File: src/rtl/mtcqf_pkg.sv
// Package for the MIDI time code quarter-frame timekeeper.
// Holds the command format, nibble codes, limits and small lookup functions.
// No dependencies; imported by the front, queue, back and top-level modules.
package mtcqf_pkg;

  // Input mode codes as they arrive on the stream
  localparam logic [1:0] MODE_MERGE   = 2'd0;
  localparam logic [1:0] MODE_ADVANCE = 2'd1;
  localparam logic [1:0] MODE_EMIT    = 2'd2;

  // Queue depth between front and back
  localparam int QUEUE_DEPTH = 4;

  // Stream widths
  localparam int S_DATA_W = 16;
  localparam int M_DATA_W = 32;

  // Quarter-frame nibble types
  localparam logic [2:0] NIB_FRAME_LO = 3'd0;
  localparam logic [2:0] NIB_FRAME_HI = 3'd1;
  localparam logic [2:0] NIB_SEC_LO   = 3'd2;
  localparam logic [2:0] NIB_SEC_HI   = 3'd3;
  localparam logic [2:0] NIB_MIN_LO   = 3'd4;
  localparam logic [2:0] NIB_MIN_HI   = 3'd5;
  localparam logic [2:0] NIB_HOUR_LO  = 3'd6;
  localparam logic [2:0] NIB_HOUR_HI  = 3'd7;

  // Index of the final quarter-frame beat
  localparam logic [2:0] BEAT_LAST = 3'd7;

  // Clock field limits
  localparam logic [4:0] FRAME_MAX = 5'd29;
  localparam logic [5:0] SEC_MAX   = 6'd59;
  localparam logic [5:0] MIN_MAX   = 6'd59;
  localparam logic [4:0] HOUR_MAX  = 5'd23;

  // Classified operation
  typedef enum logic [1:0] {
    OP_MERGE   = 2'd0,
    OP_ADVANCE = 2'd1,
    OP_EMIT    = 2'd2,
    OP_INVALID = 2'd3
  } op_t;

  // Command carried from front to back
  typedef struct packed {
    op_t        op;
    logic       bad_byte;   // byte had bit 7 set
    logic [6:0] data;       // nibble type and value
    logic       backwards;  // emit order
  } cmd_t;

  // Back-end sequencing states
  typedef enum logic {
    BK_EXEC = 1'b0,
    BK_EMIT = 1'b1
  } bk_state_t;

  // Bits that each nibble type defines
  function automatic logic [3:0] nibble_mask(input logic [2:0] nib);
    logic [3:0] m;
    case (nib)
      NIB_FRAME_LO: m = 4'hF;
      NIB_FRAME_HI: m = 4'h1;
      NIB_SEC_LO:   m = 4'hF;
      NIB_SEC_HI:   m = 4'h3;
      NIB_MIN_LO:   m = 4'hF;
      NIB_MIN_HI:   m = 4'h3;
      NIB_HOUR_LO:  m = 4'hF;
      default:      m = 4'h7;
    endcase
    return m;
  endfunction

  // Frames per second for each rate code (30 drop counts like 30)
  function automatic logic [5:0] rate_frames(input logic [1:0] rate);
    logic [5:0] f;
    case (rate)
      2'd0:    f = 6'd24;
      2'd1:    f = 6'd25;
      default: f = 6'd30;
    endcase
    return f;
  endfunction

endpackage

File: src/rtl/mtcqf_front.sv
// Front end: classifies an incoming stream item into a command.
// Depends on mtcqf_pkg (cmd_t, op_t, mode codes).
module mtcqf_front (
  input  logic [1:0]           mode,
  input  logic [7:0]           data_byte,
  input  logic                 backwards,
  output mtcqf_pkg::cmd_t      cmd
);
  import mtcqf_pkg::*;

  // Decode mode and pre-flag bytes with bit 7 set
  always_comb begin
    case (mode)
      MODE_MERGE:   cmd.op = OP_MERGE;
      MODE_ADVANCE: cmd.op = OP_ADVANCE;
      MODE_EMIT:    cmd.op = OP_EMIT;
      default:      cmd.op = OP_INVALID;
    endcase
    cmd.bad_byte  = data_byte[7];
    cmd.data      = data_byte[6:0];
    cmd.backwards = backwards;
  end

endmodule

File: src/rtl/mtcqf_queue.sv
// Small command queue between front and back ends.
// Depends on mtcqf_pkg (cmd_t).
module mtcqf_queue #(
  parameter int DEPTH = mtcqf_pkg::QUEUE_DEPTH
) (
  input  logic            clk,
  input  logic            rst,
  input  logic            wr_en,
  input  mtcqf_pkg::cmd_t wr_data,
  output logic            full,
  input  logic            rd_en,
  output mtcqf_pkg::cmd_t rd_data,
  output logic            empty
);
  import mtcqf_pkg::*;

  localparam int AW = (DEPTH > 1) ? $clog2(DEPTH) : 1;
  localparam int CW = $clog2(DEPTH + 1);
  localparam logic [AW-1:0] PTR_LAST = AW'(DEPTH - 1);
  localparam logic [CW-1:0] CNT_FULL = CW'(DEPTH);

  cmd_t          entries [DEPTH];
  logic [AW-1:0] wr_ptr;
  logic [AW-1:0] rd_ptr;
  logic [CW-1:0] count;

  assign full    = (count == CNT_FULL);
  assign empty   = (count == '0);
  assign rd_data = entries[rd_ptr];

  // Entry storage
  always_ff @(posedge clk) begin
    if (wr_en) begin
      entries[wr_ptr] <= wr_data;
    end
  end

  // Pointers and occupancy
  always_ff @(posedge clk) begin
    if (rst) begin
      wr_ptr <= '0;
      rd_ptr <= '0;
      count  <= '0;
    end else begin
      if (wr_en) begin
        wr_ptr <= (wr_ptr == PTR_LAST) ? '0 : wr_ptr + 1'b1;
      end
      if (rd_en) begin
        rd_ptr <= (rd_ptr == PTR_LAST) ? '0 : rd_ptr + 1'b1;
      end
      if (wr_en && !rd_en) begin
        count <= count + 1'b1;
      end else if (!wr_en && rd_en) begin
        count <= count - 1'b1;
      end
    end
  end

endmodule

File: src/rtl/mtcqf_back.sv
// Back end: holds the time code clock, executes commands and drives the
// output register. Depends on mtcqf_pkg (cmd_t, codes, limits, lookups).
module mtcqf_back (
  input  logic                            clk,
  input  logic                            rst,
  input  mtcqf_pkg::cmd_t                 cmd,
  input  logic                            cmd_valid,
  output logic                            cmd_pop,
  output logic                            m_tvalid,
  input  logic                            m_tready,
  output logic [mtcqf_pkg::M_DATA_W-1:0]  m_tdata,
  output logic                            m_tlast,
  output logic [0:0]                      m_tuser
);
  import mtcqf_pkg::*;

  // Clock state; it always matches the result held in the output register
  logic [4:0] frame,   frame_next;
  logic [5:0] seconds, seconds_next;
  logic [5:0] minutes, minutes_next;
  logic [4:0] hours,   hours_next;
  logic [1:0] rate,    rate_next;

  // Emit sequencing
  bk_state_t  state, state_next;
  logic [2:0] beat_idx, beat_idx_next;
  logic       emit_back, emit_back_next;

  // Output register
  logic       out_valid;
  logic       out_status, out_status_next;
  logic [6:0] out_byte,   out_byte_next;
  logic       out_last,   out_last_next;

  logic       load;
  logic       step;

  // Merge datapath
  logic [2:0] nib;
  logic [3:0] nib_val;
  logic [4:0] m_frame;
  logic [5:0] m_seconds;
  logic [5:0] m_minutes;
  logic [4:0] m_hours;
  logic [1:0] m_rate;
  logic       m_reject;

  // Advance datapath
  logic [5:0] frame_inc;
  logic [4:0] a_frame;
  logic [5:0] a_seconds;
  logic [5:0] a_minutes;
  logic [4:0] a_hours;

  // Emit beat
  logic [2:0] beat_k;
  logic       beat_back;
  logic [2:0] beat_type;
  logic [3:0] beat_val;

  function automatic logic [3:0] nibble_value(
    input logic [2:0] t, input logic [4:0] f, input logic [5:0] s,
    input logic [5:0] mn, input logic [4:0] h, input logic [1:0] r);
    logic [3:0] v;
    case (t)
      NIB_FRAME_LO: v = f[3:0];
      NIB_FRAME_HI: v = {3'b000, f[4]};
      NIB_SEC_LO:   v = s[3:0];
      NIB_SEC_HI:   v = {2'b00, s[5:4]};
      NIB_MIN_LO:   v = mn[3:0];
      NIB_MIN_HI:   v = {2'b00, mn[5:4]};
      NIB_HOUR_LO:  v = h[3:0];
      default:      v = {1'b0, r, h[4]};
    endcase
    return v;
  endfunction

  // Handshake between output register and command queue
  assign load    = !out_valid || m_tready;
  assign cmd_pop = load && (state == BK_EXEC) && cmd_valid;
  assign step    = load && ((state == BK_EMIT) || cmd_valid);

  // Quarter-frame merge
  always_comb begin
    nib       = cmd.data[6:4];
    nib_val   = cmd.data[3:0] & nibble_mask(nib);
    m_frame   = frame;
    m_seconds = seconds;
    m_minutes = minutes;
    m_hours   = hours;
    m_rate    = rate;
    m_reject  = cmd.bad_byte;
    case (nib)
      NIB_FRAME_LO: m_frame   = {frame[4], nib_val};
      NIB_FRAME_HI: m_frame   = {nib_val[0], frame[3:0]};
      NIB_SEC_LO:   m_seconds = {seconds[5:4], nib_val};
      NIB_SEC_HI:   m_seconds = {nib_val[1:0], seconds[3:0]};
      NIB_MIN_LO:   m_minutes = {minutes[5:4], nib_val};
      NIB_MIN_HI:   m_minutes = {nib_val[1:0], minutes[3:0]};
      NIB_HOUR_LO:  m_hours   = {hours[4], nib_val};
      default: begin
        m_hours = {nib_val[0], hours[3:0]};
        m_rate  = nib_val[2:1];
        if ({1'b0, frame} >= rate_frames(nib_val[2:1])) begin
          m_frame = '0;
        end
      end
    endcase
    if (m_frame > FRAME_MAX || m_seconds > SEC_MAX || m_minutes > MIN_MAX
        || m_hours > HOUR_MAX) begin
      m_reject = 1'b1;
    end
  end

  // One-frame advance with carries, hours wrap at 24
  always_comb begin
    frame_inc = {1'b0, frame} + 6'd1;
    a_frame   = frame;
    a_seconds = seconds;
    a_minutes = minutes;
    a_hours   = hours;
    if (frame_inc < rate_frames(rate)) begin
      a_frame = frame_inc[4:0];
    end else begin
      a_frame = '0;
      if (seconds < SEC_MAX) begin
        a_seconds = seconds + 6'd1;
      end else begin
        a_seconds = '0;
        if (minutes < MIN_MAX) begin
          a_minutes = minutes + 6'd1;
        end else begin
          a_minutes = '0;
          a_hours   = (hours < HOUR_MAX) ? hours + 5'd1 : '0;
        end
      end
    end
  end

  // Emit beat selection: first beat comes straight from the command
  always_comb begin
    beat_k    = (state == BK_EMIT) ? beat_idx : 3'd0;
    beat_back = (state == BK_EMIT) ? emit_back : cmd.backwards;
    beat_type = beat_back ? ~beat_k : beat_k;
    beat_val  = nibble_value(beat_type, frame, seconds, minutes, hours, rate);
  end

  // Next-state logic for the emit sequencer
  always_comb begin
    state_next = state;
    case (state)
      BK_EXEC: begin
        if (cmd_pop && cmd.op == OP_EMIT) begin
          state_next = BK_EMIT;
        end
      end
      BK_EMIT: begin
        if (load && beat_idx == BEAT_LAST) begin
          state_next = BK_EXEC;
        end
      end
      default: state_next = BK_EXEC;
    endcase
  end

  // Datapath and result outputs
  always_comb begin
    frame_next      = frame;
    seconds_next    = seconds;
    minutes_next    = minutes;
    hours_next      = hours;
    rate_next       = rate;
    beat_idx_next   = beat_idx;
    emit_back_next  = emit_back;
    out_status_next = 1'b0;
    out_byte_next   = '0;
    out_last_next   = 1'b1;
    if (state == BK_EMIT || cmd.op == OP_EMIT) begin
      out_byte_next  = {beat_type, beat_val};
      out_last_next  = (beat_k == BEAT_LAST);
      beat_idx_next  = beat_k + 3'd1;
      emit_back_next = beat_back;
    end else begin
      case (cmd.op)
        OP_MERGE: begin
          out_status_next = m_reject;
          if (!m_reject) begin
            frame_next   = m_frame;
            seconds_next = m_seconds;
            minutes_next = m_minutes;
            hours_next   = m_hours;
            rate_next    = m_rate;
          end
        end
        OP_ADVANCE: begin
          frame_next   = a_frame;
          seconds_next = a_seconds;
          minutes_next = a_minutes;
          hours_next   = a_hours;
        end
        default: out_status_next = 1'b1;
      endcase
    end
  end

  // Clock state, sequencer and output valid
  always_ff @(posedge clk) begin
    if (rst) begin
      frame     <= '0;
      seconds   <= '0;
      minutes   <= '0;
      hours     <= '0;
      rate      <= '0;
      state     <= BK_EXEC;
      beat_idx  <= '0;
      emit_back <= 1'b0;
      out_valid <= 1'b0;
    end else begin
      if (step) begin
        frame     <= frame_next;
        seconds   <= seconds_next;
        minutes   <= minutes_next;
        hours     <= hours_next;
        rate      <= rate_next;
        beat_idx  <= beat_idx_next;
        emit_back <= emit_back_next;
      end
      state <= state_next;
      if (load) begin
        out_valid <= step;
      end
    end
  end

  // Output payload
  always_ff @(posedge clk) begin
    if (step) begin
      out_status <= out_status_next;
      out_byte   <= out_byte_next;
      out_last   <= out_last_next;
    end
  end

  assign m_tvalid = out_valid;
  assign m_tlast  = out_last;
  assign m_tuser  = out_status;
  assign m_tdata  = {1'b0, out_byte, rate, hours, minutes, seconds, frame};

endmodule

File: src/rtl/mtc_quarter_frame_timekeeper.sv
// MIDI time code quarter-frame timekeeper, top level.
// Depends on mtcqf_pkg, mtcqf_front, mtcqf_queue and mtcqf_back.
//
// Input stream (s_*): one command per transfer. s_tuser carries the mode
// (0 merge a quarter-frame byte, 1 advance one frame, 2 emit the eight
// quarter-frame bytes, 3 rejected). s_tdata carries the received byte and
// the emit direction.
// Output stream (m_*): one result per merge, advance or unused mode; eight
// results for an emit, m_tlast high on the final one. m_tuser is the
// reject flag; m_tdata holds the clock after the step and the emitted byte.
// A result passes through the command queue and then the output register.
// Throughput: one command per cycle for merge and advance while m_tready
// is high; an emit holds the back end for one output register load per byte.
// Commands sit in a QUEUE_DEPTH entry queue; s_tready drops only when it
// is full, so a stalled receiver backs up into the queue first.
// Reset clears the clock to 00:00:00:00 at 24 fps and empties the queue.
module mtc_quarter_frame_timekeeper #(
  parameter int QUEUE_DEPTH = mtcqf_pkg::QUEUE_DEPTH
) (
  input  logic                            clk,
  input  logic                            rst,
  input  logic                            s_tvalid,
  output logic                            s_tready,
  input  logic [mtcqf_pkg::S_DATA_W-1:0]  s_tdata,  // [7:0] data_byte, [8] backwards
  input  logic [1:0]                      s_tuser,  // [1:0] mode
  output logic                            m_tvalid,
  input  logic                            m_tready,
  // [4:0] frame_count, [10:5] second_count, [16:11] minute_count,
  // [21:17] hour_count, [23:22] rate_code, [30:24] out_byte
  output logic [mtcqf_pkg::M_DATA_W-1:0]  m_tdata,
  output logic                            m_tlast,
  output logic [0:0]                      m_tuser   // [0] status
);
  import mtcqf_pkg::*;

  cmd_t front_cmd;
  cmd_t queue_cmd;
  logic queue_full;
  logic queue_empty;
  logic queue_pop;

  mtcqf_front u_front (
    .mode      (s_tuser),
    .data_byte (s_tdata[7:0]),
    .backwards (s_tdata[8]),
    .cmd       (front_cmd)
  );

  assign s_tready = !queue_full;

  mtcqf_queue #(
    .DEPTH (QUEUE_DEPTH)
  ) u_queue (
    .clk     (clk),
    .rst     (rst),
    .wr_en   (s_tvalid && !queue_full),
    .wr_data (front_cmd),
    .full    (queue_full),
    .rd_en   (queue_pop),
    .rd_data (queue_cmd),
    .empty   (queue_empty)
  );

  mtcqf_back u_back (
    .clk       (clk),
    .rst       (rst),
    .cmd       (queue_cmd),
    .cmd_valid (!queue_empty),
    .cmd_pop   (queue_pop),
    .m_tvalid  (m_tvalid),
    .m_tready  (m_tready),
    .m_tdata   (m_tdata),
    .m_tlast   (m_tlast),
    .m_tuser   (m_tuser)
  );

endmodule

File: config.mk
export PLATFORM = sky130hd
export DESIGN_NAME = mtc_quarter_frame_timekeeper
export DESIGN_NICKNAME = d
export VERILOG_FILES = /design/src/rtl/mtcqf_pkg.sv /design/src/rtl/mtcqf_front.sv /design/src/rtl/mtcqf_queue.sv /design/src/rtl/mtcqf_back.sv /design/src/rtl/mtc_quarter_frame_timekeeper.sv
export SDC_FILE = /design/constraint.sdc
export NUM_CORES = 1
export LEC_CHECK = 0
export BUFFER_PORTS_ARGS = -buffer_cell sky130_fd_sc_hd__buf_2
export CELL_PAD_IN_SITES_DETAIL_PLACEMENT = 1
export CELL_PAD_IN_SITES_GLOBAL_PLACEMENT = 1
export CORE_UTILIZATION = 42
export DETAILED_ROUTE_END_ITERATION = 12
export PLACE_DENSITY = 0.84
export SYNTH_ARGS = -nofsm -noshare
export SYNTH_HDL_FRONTEND = slang
export SYNTH_HIERARCHICAL = 1
export SYNTH_SLANG_ARGS = --single-unit
File: constraint.sdc
create_clock -name clk -period 3.3 [get_ports clk]
set_clock_uncertainty 0.1 [all_clocks]
set_input_delay 0.495 -clock clk [delete_from_list [all_inputs] [get_ports clk]]
set_output_delay 0.495 -clock clk [all_outputs]
set_load 0.05 [all_outputs]
## Word-level counts from Yosys, hierarchy flattened

Memory sizes are Yosys's and may differ from the RTL's. A register that Yosys moved wholly into a read port is not among the register bits.
Cells that the tools add are included.

| word-level totals | value |
|---|---|
| output and inout port bits | 36 |
| flip-flop bits (word level) | 46 |
| bits of input ports | 22 |
| RAM bits | 44 |
| memories | 1 |

| cells by class | value |
|---|---|
| magnitude comparators | 9 |
| reductions and logical operators | 39 |
| $add $sub $neg | 9 |
| equality and inequality tests | 27 |
| mux-type cells | 45 |
| bitwise operators | 6 |

Memory list:

| memory | words | bits a word | rd ports | clocked after memory_dff | write ports | line | text |
|---|---|---|---|---|---|---|---|
| u_queue.entries | 4 | 11 | 1 | 1 | 1 | mtcqf_queue.sv:22 | `cmd_t entries [DEPTH];` |

Operators with widths:

| kind | count |
|---|---|
| $mux W6 | 8 |
| $pmux W6 S2 | 4 |
| $mux W5 | 8 |
| $pmux W5 S2 | 3 |
| $pmux W4 S7 | 1 |
| $eq A3 B3 Y1 const B | 9 |
| $pmux W5 S3 | 1 |
| $add A6 B1 Y6 const B | 2 |
| $eq A3 B2 Y1 const B | 4 |
| $gt A6 B6 Y1 const B | 2 |
| $lt A6 B6 Y1 const B | 2 |
| $mux W3 | 4 |
| $pmux W3 S2 | 2 |
| $pmux W4 S3 | 1 |
| $gt A5 B5 Y1 const B | 2 |
| $reduce_and A5 Y1 | 2 |
| $logic_not A3 Y1 | 3 |
| $eq A2 B1 Y1 const B | 4 |
| $eq A2 B2 Y1 const B | 4 |
| $logic_and A1 B1 Y1 | 8 |
| $logic_not A2 Y1 | 4 |
| $mux W2 | 4 |
| $ne A2 B2 Y1 const B | 4 |
| $reduce_and A7 Y1 | 1 |
| 26 further kinds | 48 |

## Longest topological paths before layout

Gate-level depths: netlist of run 1.

| depth | value |
|---|---|
| depth in word-level cells | 17 |
| mapped depth | 16 |
| mapped depth without buffers | 14 |

## Cells and area by module

The synthesis of run 1 kept the hierarchy.

Modules (own cells, without submodules):

| module | area an instance (µm²) | times used | cells each |
|---|---|---|---|
| mtcqf_back | 3021.6 | 1 | 371 |
| mtcqf_queue | 2029.4 | 1 | 101 |
| mtcqf_front | 75.1 | 1 | 11 |
| mtc_quarter_frame_timekeeper | 13.8 | 1 | 3 |

## Worst setup path after synthesis of run 1

Ideal clock, no wire load.

| timing path | value |
|---|---|
| path type | flip-flop to flip-flop |
| start point | reg (tool-made name) |
| end point | reg u_back.hours[2] |
| setup time | 0.087 ns |
| clock period less this slack | 3.414 ns |
| path buffers | 2 |
| data required time | 3.113 ns |
| data arrival time | 3.227 ns |
| setup slack | -0.114 ns |
| cell stages (with the launch flop) | 15 |
| cell sequence | dfxtp_1 -> buf_6 -> mux4_2 -> buf_4 -> nor3b_1 -> nor2b_1 -> and2_1 -> ha_1 -> nand2b_1 -> nand3_1 -> a211o_1 -> o2111ai_2 -> nand3_2 -> or3_1 -> o31ai_1 |

RTL lines:

| element | line | text |
|---|---|---|
| end signal, assigned | mtcqf_back.sv:223 | `hours <= hours_next;` |
| end, declared | mtcqf_back.sv:21 | `logic [4:0] hours, hours_next;` |

==> impl_metrics.csv, run 1 <==
group,metric,value,unit
synth,syn_area,5140,µm²
floorplanning,io-pin-count,58,
synth,syn_area_per_cell,10.6,µm²
detailed_routing,wire_per_inst,20.8,µm
pwr,power_density,948,nW/µm²
cts,cts_tree,"yes",
pwr,p_switching,2.59,mW
worst_setup_path,crit_path_start_kind,"register",
worst_setup_path,path_buf_inv,1,
pwr,combPwrFrac,53.0,%
cts,clk_pin_slew_worst_paths,0.07,ns
final_layout,n_antenna_cell,0,
placement,dp_hpwl,10200,µm
worst_setup_path,r2r-end,"u_back/rate[0]",
pwr,swShare,44.5,%
sta,slew_headroom,40.9,%
min_path,min_to,"u_queue/entries[0][4]",
worst_setup_path,crit_path_end_kind,"register",
floorplanning,start_util,43.0,%
detailed_routing,ant_nets,0,
sta,max_freq,0.304,GHz
final_layout,syn_to_final_growth,19.5,%
sta,rsz0062_at_grt,"true",
sta,finalSetupViolations,0,
flow_run,drv_cap,0,
worst_setup_path,crit_chain,"mux4_2 > nor3b_4 > nor2b_2 > and2_4 > ha_4 > nand2b_4 > nand3_2 > a211o_1 > buf_4 > a21oi_2 > o2111ai_2 > mux2i_1 > nor2_1",
synth,yosysUniqueCellTypes,67,
global_route,grt_max_degree,43,
pwr,pwr-share-clk,17.8,%
min_path,hp-class,"input port to register",
sta,fin_crit_sh,99.6,%
floorplanning,die_w,113,µm
outcome,status,"finished with violations",
final_layout,final_util,51.4,%
sta,worst_pin_slew,0.884,ns
global_route,grt_pass1_wl,22300,µm
pwr,vdd_drop_max,372,µV
floorplanning,die-area,12700,µm²
pwr,power_leakage,2.43,nW
placement,gp_congestion,0.861,
worst_setup_path,arrival,3.40,ns
detailed_routing,drc_errors,1,
worst_setup_path,timing.critical_path.slowest_stage_cell,"mux4_2",
global_route,antenna_found_initial,0,
detailed_routing,firstDrtPassIters,9,
worst_setup_path,cp_max_fo,5,
floorplanning,die_h,113,µm
final_layout,layout.nets,593,
sta,timing.final.crit_period,3.29,ns
detailed_routing,num_vias,4237,
sta,setup_slack,0.0134,ns
worst_setup_path,cp.required,3.42,ns
synth,synthCells,486,
synth,synth_seq_cells,92,
synth,synth_edf_count,53,
final_layout,drive_gt1_share,27.6,%
cts,clockBufferDepth,2,
sta,maxSlewViolCount,0,
pwr,p_int,3.24,mW
synth,synthArstFlopShare,0,%
cts,htree_levels,3,
sta,hold_viol,0,
global_route,grt_pass1_vias,4201,
global_route,track_usage,23.3,%
cts,cts_buffers,9,
final_layout,n_fill_cell,1305,
min_path,worstHoldPathCells,1,
worst_setup_path,r2r_setup_slack,0.01,ns
final_layout,multi_input_area,2610,µm²
worst_setup_path,path_class,"register to register",
cts,cts.hold.buffers_added,0,
placement,io_buffers,49,
placement,post-place-ws,-0.150,ns
worst_setup_path,slowest_delay,0.57,ns
detailed_routing,routed_via_density,6.01,
pwr,pwr-share-seq,29.3,%
floorplanning,num_rows,40,
floorplanning,coreArea,12000,µm²
outcome,failed_checks,"design-rule violations",
cts,cts-root-buf,"clkbuf_16",
worst_setup_path,path_delay_family,"multiplexers",
min_path,min_from,"s_tdata[3]",
cts,insertion_delay,0.36,ns
synth,ys_warn_count,6,
pwr,finalPower,5.83,mW
synth,yosysSeqAreaShare,46.2,%
detailed_routing,first_iter_violations,251,
synth,synth_ff_type,"edfxtp_1",
detailed_routing,drt-total-wl,14600,µm
synth,synth_nets,526,
final_layout,regArea,2380,µm²
cts,cts.sinks,92,
worst_setup_path,worstRegToRegCells,13,
global_route,grt_overflow,0,
[registers in the layout, indices dropped and copies added, names as in the netlist, 2 cells and up, named ones only]
register	cells
u_back/out_byte	7
u_back/beat_idx	3
u_queue/rd_ptr	2
u_back/hours	5
u_queue/wr_ptr	2
u_queue/count	3
u_back/seconds	6
u_back/minutes	6
u_queue/entries	44
u_back/rate	2
u_back/frame	5
[cells in the final DEF (no fill, tap or decap), drive strengths merged, types with 5 or more instances in the layout]
master  count
a211oi      8
a21oi      32
a31oi       8
and2       13
buf        92
clkbuf      9
clkinv      5
dfxtp      39
edfxtp     53
ha         17
inv        23
mux2i      28
mux4       13
nand2      31
nand2b      8
nand3      18
nor2       43
nor2b       9
nor3        6
nor3b       7
o21ai      24
o22ai       5
[worst max path at each step]
stage / from / to / slack [ns] / depth (start not counted)
2_1_floorplan: register / u_back/hours[2] / 0.02 / 14
3_3_place_gp: register / u_back/hours[2] / -0.06 / 12
3_5_place_dp: register / u_back/seconds[4] / -0.15 / 14
4_1_cts: register / u_back/minutes[4] / 0.03 / 12
5_1_grt: register / u_back/rate[0] / -0.12 / 13
6_report: register / u_back/rate[0] / 0.01 / 13
[cells in the mapped netlist (2+ instances only)]
master	count	area share, %
nor2b_1	9	1.1
a21o_1	4	0.58
and2_1	13	1.6
inv_1	22	1.6
mux4_2	12	5.3
or3_1	4	0.49
a211oi_1	7	1.0
a211o_1	3	0.51
o22ai_1	5	0.61
nor3_1	6	0.58
clkbuf_1	17	1.2
a31oi_1	8	0.97
nand2b_1	8	0.97
buf_4	12	1.8
ha_1	17	4.1
nor4_1	3	0.37
o2111ai_1	2	0.34
mux2_2	2	0.44
nor3b_1	5	0.73
nand3_1	16	1.6
buf_6	2	0.44
a221oi_1	3	0.51
edfxtp_1	53	31
o21ai_0	23	2.2
buf_2	3	0.29
nand3_2	2	0.39
nor2_1	43	3.1
dfxtp_1	39	15
nand2_1	31	2.3
o31ai_1	3	0.44
or2_2	2	0.24
xor2_1	3	0.51
o32ai_1	4	0.68
buf_1	2	0.15
a21oi_1	32	3.1
and3_1	3	0.37
nand3b_1	3	0.44
xnor2_1	4	0.68
mux2i_1	28	5.5
[layer usage]
layer	GRT usage [%]	share of wire (%)	up-vias
met3	3.29	4.6	33
met1	28.3	42	2139
met2	40.9	51	134
met4	10.7	2.9	0
li1	-	-	1931
met5	0	0	-
[worst reg2reg max path, cell delays in order (launching register included)]
cell	delay [ns]
dfxtp_4	0.40
mux4_2	0.57
nor3b_4	0.24
nor2b_2	0.09
and2_4	0.15
ha_4	0.24
nand2b_4	0.10
nand3_2	0.05
a211o_1	0.37
buf_4	0.17
a21oi_2	0.19
o2111ai_2	0.21
mux2i_1	0.23
nor2_1	0.05
[metrics by stage]
step	cell area [µm²]	std cells	hold WS (ns)	TNS, ns
finish	6140	705	0.255	0
global route	6140	705	0.256	-0.853
CTS	5980	699	0.246	0
detailed placement	5680	683	0.420	-1.49
global placement	5680	683	0.377	-0.298
floorplan	5160	486	0.360	0
[what timing repair did]
item                       in CTS  in global routing
setup endpoints to repair      25                 24
gates cloned                    0                  0
setup buffers                   0                  6
resized for setup               5                 30
pin swaps                       0                 14
[power groups by stage]
stage	combinational [mW]	clock (mW)	sequential, mW
2_1_floorplan	1.64	0	2.00
4_1_cts	2.86	1.07	1.70
6_report	3.09	1.04	1.71
3_3_place_gp	2.71	0	1.70
3_5_place_dp	2.83	0	1.72
5_1_grt	3.29	1.09	1.74
[cell type report]
| cell class | instances | share of cell area (%) |
|---|---|---|
| clock inverters | 7 | 1.08 |
| well taps | 147 | 2.99 |
| multi-input cells | 336 | 42.5 |
| clock buffers | 9 | 3.67 |
| inverters | 22 | 1.34 |
| flip-flops and latches | 92 | 38.7 |
| repair buffers | 92 | 9.75 |
[cell families after synthesis]
logic type / count (synthesis) / synth area share, %
AND/OR/NAND/NOR: 157 / 16.6
flip-flops: 92 / 46.2
multiplexers: 44 / 12.0
XOR/XNOR: 7 / 1.19
buffers and inverters: 58 / 5.48
other: 1 / 0.0730
AO/OA/AOI/OAI: 108 / 13.8
adder cells (fa/ha/maj): 19 / 4.72
(Power assumes the default switching activity.)
==> run 2, diff against run 1 <==
==> constraint.sdc (replaced) <==
create_clock -name clk -period 2.9 [get_ports clk]
set_clock_uncertainty 0.1 [all_clocks]
set_input_delay 0.435 -clock clk [delete_from_list [all_inputs] [get_ports clk]]
set_output_delay 0.435 -clock clk [all_outputs]
set_load 0.05 [all_outputs]
==> impl_metrics.csv, run 2 (synthesis results as in run 1) <==
group,metric,value,unit
detailed_routing,wire_per_inst,21.3,µm
floorplanning,die-area,12700,µm²
pwr,power_density,1080,nW/µm²
sta,timing.final.crit_period,3.37,ns
final_layout,largest_reg_flops,44,
sta,setup_slack,-0.467,ns
cts,htree_levels,3,
global_route,grt_pass1_wl,23900,µm
floorplanning,die_w,113,µm
floorplanning,coreArea,12000,µm²
global_route,grt_overflow,0,
global_route,track_usage,24.9,%
placement,post-place-ws,-0.410,ns
sta,finalSetupViolations,25,
worst_setup_path,arrival,3.52,ns
worst_setup_path,cp_max_fo,7,
final_layout,final_common_cell,"buf_4",
final_layout,drive_gt1_share,31.4,%
sta,max_freq,0.297,GHz
cts,cts-root-buf,"clkbuf_16",
final_layout,top_register,"u_queue/entries",
detailed_routing,ant_nets,0,
detailed_routing,routed_via_density,5.94,
detailed_routing,drc_errors,0,
floorplanning,io-pin-count,58,
placement,gp_congestion,0.878,
worst_setup_path,worstRegToRegCells,12,
cts,clockBufferDepth,2,
min_path,min_from,"s_tdata[7]",
pwr,finalPower,6.93,mW
cts,cts.sinks,92,
global_route,antenna_found_initial,0,
detailed_routing,num_vias,4322,
worst_setup_path,crit_path_start_kind,"register",
worst_setup_path,r2r-end,"u_back/minutes[3]",
worst_setup_path,cp.required,3.06,ns
worst_setup_path,path_class,"register to register",
final_layout,syn_to_final_growth,24.3,%
sta,maxSlewViolCount,0,
global_route,grt_max_degree,43,
detailed_routing,first_iter_violations,312,
placement,dp_hpwl,10800,µm
flow_run,drv_cap,0,
cts,insertion_delay,0.36,ns
placement,io_buffers,49,
pwr,vdd_drop_max,636,µV
pwr,power_leakage,2.56,nW
cts,cts_tree,"yes",
cts,cts_buffers,9,
final_layout,n_antenna_cell,0,
min_path,worstHoldPathCells,1,
final_layout,layout.nets,615,
outcome,status,"finished with violations",
worst_setup_path,crit_path_end_kind,"register",
outcome,failed_checks,"negative setup slack",
sta,fin_crit_sh,116,%
global_route,grt_pass1_vias,4622,
floorplanning,num_rows,40,
min_path,hp-class,"input port to register",
sta,slew_headroom,39.3,%
detailed_routing,drt-total-wl,15500,µm
final_layout,biggestRegsByFlops,"u_queue/entries (44), u_back/out_byte (7)",
final_layout,n_fill_cell,1308,
sta,rsz0062_at_grt,"true",
min_path,min_to,"u_queue/entries[0][8]",
floorplanning,start_util,43.0,%
worst_setup_path,r2r_setup_slack,-0.47,ns
sta,hold_viol,0,
floorplanning,die_h,113,µm
cts,clk_pin_slew_worst_paths,0.07,ns
sta,worst_pin_slew,0.910,ns
final_layout,layout_common_cells,"buf_4, edfxtp_1, buf_2",
detailed_routing,firstDrtPassIters,4,
run 2: metal layers:
layer	vias up	part of all wire (%)	GRT usage, %
met1	2187	40	27.0
met5	-	0	0
met2	117	53	44.9
met3	36	4.7	7.45
met4	0	2.8	10.8
li1	1982	-	-
run 2: timing repair:
item	CTS	global route
gates resized for setup	18	17
endpoints found under the setup margin	25	25
pin swaps	7	9
hold buffers	0	0
setup buffers	3	5
gates cloned	1	0
run 2: how the worst max path moves through the flow:
stage,endpoint,slack [ns],cells past startpoint
CTS,u_back/seconds[3],-0.35,12
detailed placement,u_back/minutes[4],-0.41,12
global placement,u_back/minutes[4],-0.31,12
floorplan,u_back/minutes[4],-0.31,14
finish,u_back/minutes[3],-0.47,12
global route,u_back/seconds[3],-0.58,12
run 2: stage by stage:
stage                     area [µm²]  setup TNS [ns]  util, %  hold slack [ns]  std cells
after floorplan                 5220           -5.77        -            0.360        486
final                           6390           -9.80     53.4            0.196        727
after detailed placement        5880           -8.72     49.1            0.415        702
after global routing            6390          -12.75     53.4            0.189        727
after CTS                       6260           -7.08     52.3            0.186        722
after global placement          5880           -6.08     49.1            0.379        702
run 2: critical path, cell delays in order (launching register included):
cell       delay [ns]
dfxtp_4          0.40
mux4_2           0.57
nor3b_4          0.24
nor2b_2          0.09
and2_4           0.16
ha_4             0.26
nand2b_4         0.11
nand3_2          0.07
a211o_4          0.36
o2111ai_4        0.22
buf_4            0.20
nand4b_2         0.18
o31ai_1          0.30
run 2: power by group:
group	internal, mW	switching (mW)
clock	0.606	0.508
sequential	1.67	0.243
combinational	1.54	2.37
run 2: area by class of cell:
class / count / area (µm²) / share of cell area (%)
clock buffers: 11 / 243 / 3.80
inverters: 22 / 82.6 / 1.29
repair buffers: 113 / 753 / 11.8
multi-input cells: 337 / 2720 / 42.5
clock inverters: 5 / 33.8 / 0.529
flip-flops and latches: 92 / 2380 / 37.2
well taps: 147 / 184 / 2.88
==> run 3, diff against run 2 <==
--- a/config.mk
+++ b/config.mk
@@ -8,6 +8,7 @@
 export BUFFER_PORTS_ARGS = -buffer_cell sky130_fd_sc_hd__buf_2
 export CELL_PAD_IN_SITES_DETAIL_PLACEMENT = 1
 export CELL_PAD_IN_SITES_GLOBAL_PLACEMENT = 1
+export CORE_ASPECT_RATIO = 1.75
 export CORE_UTILIZATION = 42
 export DETAILED_ROUTE_END_ITERATION = 12
 export PLACE_DENSITY = 0.84
==> impl_metrics.csv, run 3 (synthesis results as in run 1) <==
group,metric,value,unit
floorplanning,die-area,12700,µm²
global_route,grt_pass1_vias,5266,
detailed_routing,drc_errors,0,
sta,setup_slack,-0.501,ns
final_layout,layout.nets,634,
sta,rsz0062_at_grt,"true",
worst_setup_path,path_delay_family,"compound AO/OA/AOI/OAI gates",
floorplanning,io-pin-count,58,
global_route,grt_max_degree,35,
global_route,track_usage,30.9,%
worst_setup_path,worstRegToRegCells,13,
placement,postPlaceCellArea,5900,µm²
pwr,power_density,1130,nW/µm²
final_layout,multi_input_area,2810,µm²
min_path,hp-class,"input port to register",
worst_setup_path,r2r_setup_slack,-0.50,ns
global_route,grt_pass1_wl,29300,µm
detailed_routing,dr_wl_met3,1050,µm
detailed_routing,routed_via_density,6.36,
final_layout,syn_to_final_growth,29.3,%
sta,hold_ws,0.192,ns
final_layout,regArea,2380,µm²
pwr,finalPower,7.53,mW
final_layout,largest_reg_flops,44,
worst_setup_path,cp.required,3.01,ns
floorplanning,coreArea,11900,µm²
sta,maxSlewViolCount,0,
outcome,status,"finished with violations",
final_layout,final_util,55.7,%
sta,worst_pin_slew,0.816,ns
outcome,failed_checks,"negative setup slack",
cts,cts_buffers,9,
sta,max_freq,0.294,GHz
floorplanning,die_w,85.6,µm
final_layout,final_common_cell,"buf_4",
worst_setup_path,path_class,"register to register",
worst_setup_path,slowest_delay,0.58,ns
cts,cts-root-buf,"clkbuf_16",
worst_setup_path,r2r-end,"u_back/minutes[0]",
worst_setup_path,cp_max_fo,7,
final_layout,layout_common_cells,"buf_4, edfxtp_1, buf_2",
final_layout,drive_gt1_share,36.6,%
final_layout,biggestRegsByFlops,"u_queue/entries (44), u_back/out_byte (7)",
worst_setup_path,crit_path_start_kind,"register",
cts,clockBufferDepth,2,
detailed_routing,route.met2.wl,9890,µm
placement,io_buffers,49,
worst_setup_path,timing.critical_path.slowest_stage_cell,"mux4_2",
placement,dp_hpwl,11700,µm
floorplanning,start_util,43.1,%
cts,cts_tree,"yes",
detailed_routing,wire_per_inst,25.7,µm
worst_setup_path,crit_path_end_kind,"register",
placement,post-place-ws,-0.532,ns
worst_setup_path,path_buf_inv,1,
detailed_routing,wl_met1,6390,µm
sta,slew_headroom,45.6,%
cts,insertion_delay,0.36,ns
cts,cts.sinks,92,
detailed_routing,firstDrtPassIters,5,
final_layout,top_register,"u_queue/entries",
final_layout,n_fill_cell,1302,
sta,timing.final.crit_period,3.40,ns
floorplanning,die_h,148,µm
cts,clk_pin_slew_worst_paths,0.07,ns
final_layout,design_area,6650,µm²
worst_setup_path,crit_chain,"mux4_2 > nor3b_4 > nor2b_2 > and2_4 > ha_4 > nand2b_4 > nand3_4 > a211o_4 > o2111ai_4 > buf_12 > nand4_1 > o21ai_2 > o31ai_4",
detailed_routing,highest_layer,"met4",
sta,fin_crit_sh,117,%
flow_run,drv_cap,0,
global_route,antenna_found_initial,0,
pwr,power_leakage,2.67,nW
pwr,vdd_drop_max,882,µV
min_path,min_to,"u_queue/entries[1][6]",
global_route,grt_overflow,0,
sta,hold_viol,0,
cts,htree_levels,3,
detailed_routing,first_iter_violations,409,
sta,finalSetupViolations,25,
detailed_routing,ant_nets,0,
placement,gp_congestion,0.903,
worst_setup_path,arrival,3.51,ns
detailed_routing,drt-total-wl,18900,µm
floorplanning,num_rows,53,
detailed_routing,num_vias,4685,
min_path,worstHoldPathCells,1,
min_path,min_from,"s_tdata[5]",
-- run 3: where the power goes --
group	switching [mW]	internal (mW)
logic	2.71	1.72
clock network	0.573	0.605
registers	0.263	1.67
-- run 3: per-layer routing --
metal	track usage, %	vias to the layer above
li1	-	2012
met3	7.49	106
met2	55.2	243
met4	24.3	0
met5	0	-
met1	29.7	2324
-- run 3: cell type report --
class | count | share of cell area [%]
Sequential cell | 92 | 35.7
Antenna cell | 1 | 0.0376
Multi-Input combinational cell | 338 | 42.3
Timing Repair Buffer | 131 | 13.7
Clock inverter | 7 | 0.979
Clock buffer | 9 | 3.39
Tap cell | 137 | 2.58
Inverter | 22 | 1.24
-- run 3: timing repair --
item,CTS,global route
pin swaps,14,13
hold buffers,0,0
gates resized for setup,26,32
gates cloned,2,0
endpoints found under the setup margin,25,27
setup buffers,23,1
-- run 3: how the worst max path moves through the flow --
stage,startpoint,end,depth (start not counted)
detailed placement,register,u_back/minutes[2],12
global route,register,u_back/minutes[0],13
CTS,register,u_back/minutes[4],13
finish,register,u_back/minutes[0],13
global placement,register,u_back/minutes[4],12
floorplan,register,u_back/minutes[4],14
-- run 3: through the flow --
step / cells / setup TNS [ns]
floorplan: 486 / -5.77
CTS: 736 / -7.41
detailed placement: 696 / -11.11
global route: 736 / -12.45
global placement: 696 / -6.98
finish: 737 / -10.46
